**config.mk**
```make
export PLATFORM = sky130hd
export DESIGN_NAME = kbfs_ctrl
export DESIGN_NICKNAME = d
export VERILOG_FILES = /design/src/hdl/kbfs_pkg.sv /design/src/hdl/kbfs_ctrl.sv
export SDC_FILE = /design/constraint.sdc
export NUM_CORES = 1
export LEC_CHECK = 0
export ABC_AREA = 1
export CAP_MARGIN = 5
export CORE_AREA = 2 2 39 41
export DETAILED_ROUTE_END_ITERATION = 12
export DIE_AREA = 0 0 41 43
export DONT_BUFFER_PORTS = 1
export GPL_ROUTABILITY_DRIVEN = 0
export PLACE_DENSITY = 0.57
export SETUP_SLACK_MARGIN = 0.4
export SYNTH_ARGS = -nofsm -noshare
export SYNTH_HDL_FRONTEND = slang
export SYNTH_SLANG_ARGS = --single-unit
export TNS_END_PERCENT = 10
```
**constraint.sdc**
```tcl
create_clock -name clk -period 2.6 [get_ports clk]
set_input_delay 0.39 -clock clk [delete_from_list [all_inputs] [get_ports clk]]
set_output_delay 0.39 -clock clk [all_outputs]
set_load 0.005 [all_outputs]
```
**src/hdl/kbfs_pkg.sv**
```systemverilog
// ----------------------------------------------------------------------------
// kbfs_pkg
// Shared types, constants and move tables for the knight minimum-move search.
// ----------------------------------------------------------------------------
package kbfs_pkg;

	localparam int MAX_SIDE_DEF = 32;
	localparam int COORD_W      = 6;
	localparam int COUNT_W      = 10;
	localparam logic [COORD_W-1:0] BOARD_SIZE_RST = 6'd8;

	// input transfer: one query
	typedef struct packed {
		logic [COORD_W-1:0] start_row;
		logic [COORD_W-1:0] start_col;
		logic [COORD_W-1:0] target_row;
		logic [COORD_W-1:0] target_col;
	} in_item_t;

	// output transfer: one answer
	typedef struct packed {
		logic [COUNT_W-1:0] move_count;
		logic               found;
	} out_item_t;

	// frontier queue entry: square and its move count from the start
	typedef struct packed {
		logic [COORD_W-1:0] row;
		logic [COORD_W-1:0] col;
		logic [COUNT_W-1:0] hops;
	} qent_t;

	typedef enum logic [1:0] {
		RES_KEEP,
		RES_MISS,
		RES_SAME,
		RES_HIT
	} res_kind_t;

	// controller -> datapath
	typedef struct packed {
		logic      load;
		logic      clr;
		logic      seed;
		logic      pop;
		logic      latch;
		logic      nb_rd;
		logic      nb_mark;
		logic      enq;
		logic      k_inc;
		res_kind_t res;
		logic      out_load;
	} cmd_t;

	// datapath -> controller
	typedef struct packed {
		logic bad;
		logic same;
		logic clr_last;
		logic q_empty;
		logic on_board;
		logic visited;
		logic is_target;
		logic k_last;
		logic out_busy;
	} sts_t;

	// knight move table, order (+2,+1) (+2,-1) (-2,+1) (-2,-1) (+1,+2) (-1,+2) (+1,-2) (-1,-2)
	function automatic logic signed [7:0] step_dr(input logic [2:0] k);
		logic signed [7:0] r;
		unique case (k)
			3'd0, 3'd1: r = 8'sd2;
			3'd2, 3'd3: r = -8'sd2;
			3'd4, 3'd6: r = 8'sd1;
			default:    r = -8'sd1;
		endcase
		return r;
	endfunction

	function automatic logic signed [7:0] step_dc(input logic [2:0] k);
		logic signed [7:0] r;
		unique case (k)
			3'd0, 3'd2: r = 8'sd1;
			3'd1, 3'd3: r = -8'sd1;
			3'd4, 3'd5: r = 8'sd2;
			default:    r = -8'sd2;
		endcase
		return r;
	endfunction

endpackage

```
**src/hdl/kbfs_ctrl.sv**
```systemverilog
// ----------------------------------------------------------------------------
// kbfs_ctrl
// Search sequencer: clears the visited map, seeds the queue, pops squares
// and walks their eight knight moves, then hands the answer out.
// ----------------------------------------------------------------------------
module kbfs_ctrl import kbfs_pkg::*; (
	input  logic clk,
	input  logic arst_n,
	input  logic in_valid,
	output logic in_stall,
	input  sts_t sts,
	output cmd_t cmd
);

	typedef enum logic [3:0] {
		S_IDLE,
		S_CHECK,
		S_CLEAR,
		S_SEED,
		S_POP,
		S_POPW,
		S_NB,
		S_NBCHK,
		S_DONE
	} state_t;

	state_t state_q;

	assign in_stall = (state_q != S_IDLE);

	// commands for the current state
	always_comb begin
		cmd = '0;
		cmd.res = RES_KEEP;
		unique case (state_q)
			S_IDLE:  cmd.load = in_valid;
			S_CHECK: begin
				if (sts.bad) begin
					cmd.res = RES_MISS;
				end else if (sts.same) begin
					cmd.res = RES_SAME;
				end
			end
			S_CLEAR: cmd.clr  = 1'b1;
			S_SEED:  cmd.seed = 1'b1;
			S_POP: begin
				if (sts.q_empty) begin
					cmd.res = RES_MISS;
				end else begin
					cmd.pop = 1'b1;
				end
			end
			S_POPW:  cmd.latch = 1'b1;
			S_NB: begin
				if (sts.on_board) begin
					cmd.nb_rd = 1'b1;
				end else begin
					cmd.k_inc = 1'b1;
				end
			end
			S_NBCHK: begin
				if (!sts.visited) begin
					cmd.nb_mark = 1'b1;
					if (sts.is_target) begin
						cmd.res = RES_HIT;
					end else begin
						cmd.enq = 1'b1;
					end
				end
				cmd.k_inc = sts.visited || !sts.is_target;
			end
			S_DONE:  cmd.out_load = !sts.out_busy;
			default: cmd = '0;
		endcase
	end

	// state register
	always_ff @(posedge clk or negedge arst_n) begin
		if (!arst_n) begin
			state_q <= S_IDLE;
		end else begin
			unique case (state_q)
				S_IDLE:  if (in_valid) state_q <= S_CHECK;
				S_CHECK: state_q <= (sts.bad || sts.same) ? S_DONE : S_CLEAR;
				S_CLEAR: if (sts.clr_last) state_q <= S_SEED;
				S_SEED:  state_q <= S_POP;
				S_POP:   state_q <= sts.q_empty ? S_DONE : S_POPW;
				S_POPW:  state_q <= S_NB;
				S_NB: begin
					if (sts.on_board) begin
						state_q <= S_NBCHK;
					end else if (sts.k_last) begin
						state_q <= S_POP;
					end
				end
				S_NBCHK: begin
					if (!sts.visited && sts.is_target) begin
						state_q <= S_DONE;
					end else begin
						state_q <= sts.k_last ? S_POP : S_NB;
					end
				end
				S_DONE:  if (!sts.out_busy) state_q <= S_IDLE;
				default: state_q <= S_IDLE;
			endcase
		end
	end

	// an answer is only handed out when the output register is free
	a_load_free: assert property (@(posedge clk) disable iff (!arst_n)
		cmd.out_load |-> !sts.out_busy) else $error("answer overwrote pending output");
	// a query is only taken while idle
	a_load_idle: assert property (@(posedge clk) disable iff (!arst_n)
		cmd.load |=> state_q == S_CHECK) else $error("query taken outside idle");
	// the map is never cleared and marked in one cycle
	a_clr_mark: assert property (@(posedge clk) disable iff (!arst_n)
		!(cmd.clr && (cmd.nb_mark || cmd.seed))) else $error("clear overlaps mark");

endmodule

```
==> metrics.yaml <==
run_status:
  outcome: "finished, final reports clean"
global_routing:
  grt_max_degree: 8
  antenna_found_initial: 0
  grt_pass1_vias: 468
  grt_first_pass_wirelength_um: 1810
  grt_use_total_pct: 15.2
  gr-total-overflow: 0
yosys:
  synth.area.top_cells: "dfrtp_1, inv_1, nand2_1, nor2_1, nand3_1"
  ys_ff_latch: 4
  seq_area_frac_synth_pct: 23.1
  async_flop_share_pct: 100
  synth_edf_count: 0
  synth.distinct_cells: 13
  synth.avg_cell_area_sq_um: 5.64
  netlist.top_cell.by_area: "dfrtp_1"
  synth_top_area_share_pct: 23.1
  yosys_most_used_dff: "dfrtp_1"
  synth_nets: 89
  synthesis.area_sq_um: 434
  yosysMostFrequentCell: "inv_1"
  synthTopCellsByCount: "inv_1, nand2_1, nor2_1"
  synthCells: 77
  yosys_warnings: 0
timing:
  hold_violations: 0
  slew_violations: 0
  period_share_pct: 66.7
  setup_viol: 0
  min_period_ns: 1.73
  grt_setup_unrepaired: "false"
  slew_headroom_pct: 81.6
  fin_skew_ns: 0.00215
  tightest_slew_ns: 0.273
  setup_ws_ns: 0.866
  fmax_ghz: 0.577
  fin_tns_setup_ns: 0
cts:
  htree_levels: 1
  cts.clk_slew.worst_paths_ns: 0.04
  cts_tree: "done"
  numCtsBuffers: 3
  clock_latency_ns: 0.23
  root_buffer: "clkbuf_4"
  cts_max_path_buffers: 2
  clkSinkCount: 4
  cts_setup_buffers: 0
  ctsResizeCount: 0
route:
  dr.pass1.iters: 4
  via_per_inst: 4.76
  initialDrtViolationCount: 18
  drc: 0
  postRouteAntennaNets: 0
  wire_per_inst_um: 10.8
  vias: 462
  routed_wl_um: 1050
worst_setup_path:
  required_ns: 2.21
  r2r-start: "state_q[1]"
  worstPathCellList: "nor2_4 -> nand2_2 -> inv_1 -> nand3_1 -> nand2_1 -> inv_1 -> o21ai_0"
  endpoint_kind: "primary output"
  startpoint_type: "register"
  r2r_end: "state_q[1]"
  cpMaxStageDelayCell: "dfrtp_1"
  critical_path_class: "register to primary output"
  crit_top_cell: "inv_1"
  crit_fanout: 6
  max_stage_delay_ns: 0.43
  arrival_ns: 1.34
  reg2regPathDepth: 6
  reg2reg_setup_slack_ns: 1.39
placed_design:
  place_inst: 93
  portBuffers: 0
  dp_hpwl_um: 925
  place_ws_ns: 1.12
power:
  power_leakage_uw: 0.000299
  vdd_drop_max_mv: 0.325
  power.density_nw_per_um2: 977
  finalPower_uw: 476
floorplan:
  ioPinCount: 25
  dieHeight_um: 43
  core_sq_um: 1380
  rows: 14
  die_area_sq_um: 1760
  fp.dieW_um: 41
  start_util_pct: 31.4
finish:
  largest_reg_flops: 4
  diodes: 0
  top_regs: "state_q (4)"
  max_flop_register: "state_q"
  drive_gt1_share_pct: 13.6
  fin_nets: 95
  syn2layout_area_growth_pct: 12.1
  fin_cells: 97
min_path:
  min_path_type: "input pin to register"
  hold_depth: 1
  hold_start: "sts[5]"
  holdPathEnd: "state_q[2]"
job:
  maxCapViolCount: 0
through the flow:
stage / hold slack (ns) / instance area, sq um / util (%)
after detailed placement: 0.0945 / 454 / 32.8
final: 0.323 / 487 / 35.2
after global routing: 0.320 / 487 / 35.2
after floorplan: 0.0944 / 434 / -
after CTS: 0.322 / 487 / 35.2
after global placement: 0.0945 / 454 / 32.8
worst max-delay path, delay by kind of cell, from the launching register on:
kind / cells / cell delay (ns)
buffers and inverters: 2 / 0.13
DFF: 1 / 0.43
and+or+nand+nor: 4 / 0.46
AOI/OAI and AO/OA: 1 / 0.09
timing repair:
item,CTS,global route
hold buffers,1,0
hold endpoints to repair,4,0
setup endpoints to repair,0,0
cell families (layout without fill, tap and decap cells):
kind of cell | after synthesis | after routing | share of synthesized area (%)
AOI/OAI and AO/OA | 4 | 4 | 6.05
buffers and inverters | 18 | 22 | 15.6
DFF | 4 | 4 | 23.1
and+or+nand+nor | 51 | 51 | 55.3
per-layer routing:
metal | routed length (um) | track usage (%) | vias up | share of wire, %
li1 | - | - | 245 | -
met1 | 453 | 18.8 | 200 | 43
met2 | 500 | 23.1 | 17 | 48
met3 | 94 | 8.38 | 0 | 9.0
met4 | 0 | 2.00 | 0 | 0
met5 | 0 | 0 | - | 0
layout by cell type, fill, tap and decap left out:
cell           count
nor2_2             4
nor3_1             2
dlygate4sd3_1      1
o31ai_1            1
nand4_1            2
clkbuf_4           3
nand2_2            2
inv_1             18
nor2_1            14
nand2_1           16
nor2_4             2
dfrtp_1            4
o21ai_0            2
o2111ai_1          1
nand3_1            9
where the power goes:
group | internal (uW) | switching (uW) | total [uW]
clock | 51.7 | 26.3 | 78.0
combinational | 87.5 | 182 | 270
sequential | 91.5 | 36.5 | 128
total | 231 | 245 | 476
how the worst max path moves through the flow:
stage               startpoint      to  slack, ns  depth (start not counted)
finish              state_q[3]  cmd[1]       0.87                          7
global route        state_q[3]  cmd[2]       0.74                          3
CTS                 state_q[3]  cmd[1]       0.85                          7
detailed placement  state_q[3]  cmd[1]       1.12                          7
global placement    state_q[3]  cmd[1]       1.12                          7
floorplan           state_q[3]  cmd[1]       1.23                          7
layout make-up:
| class | count | area, sq um |
|---|---|---|
| fillers | 155 | 897 |
| multi-input cells | 55 | 267 |
| flip-flops and latches | 4 | 100 |
| inverters | 18 | 67.6 |
| clock buffers | 3 | 22.5 |
| well taps | 16 | 20.0 |
| repair buffers | 1 | 10.0 |
Power figures use the tool's default switching activity.
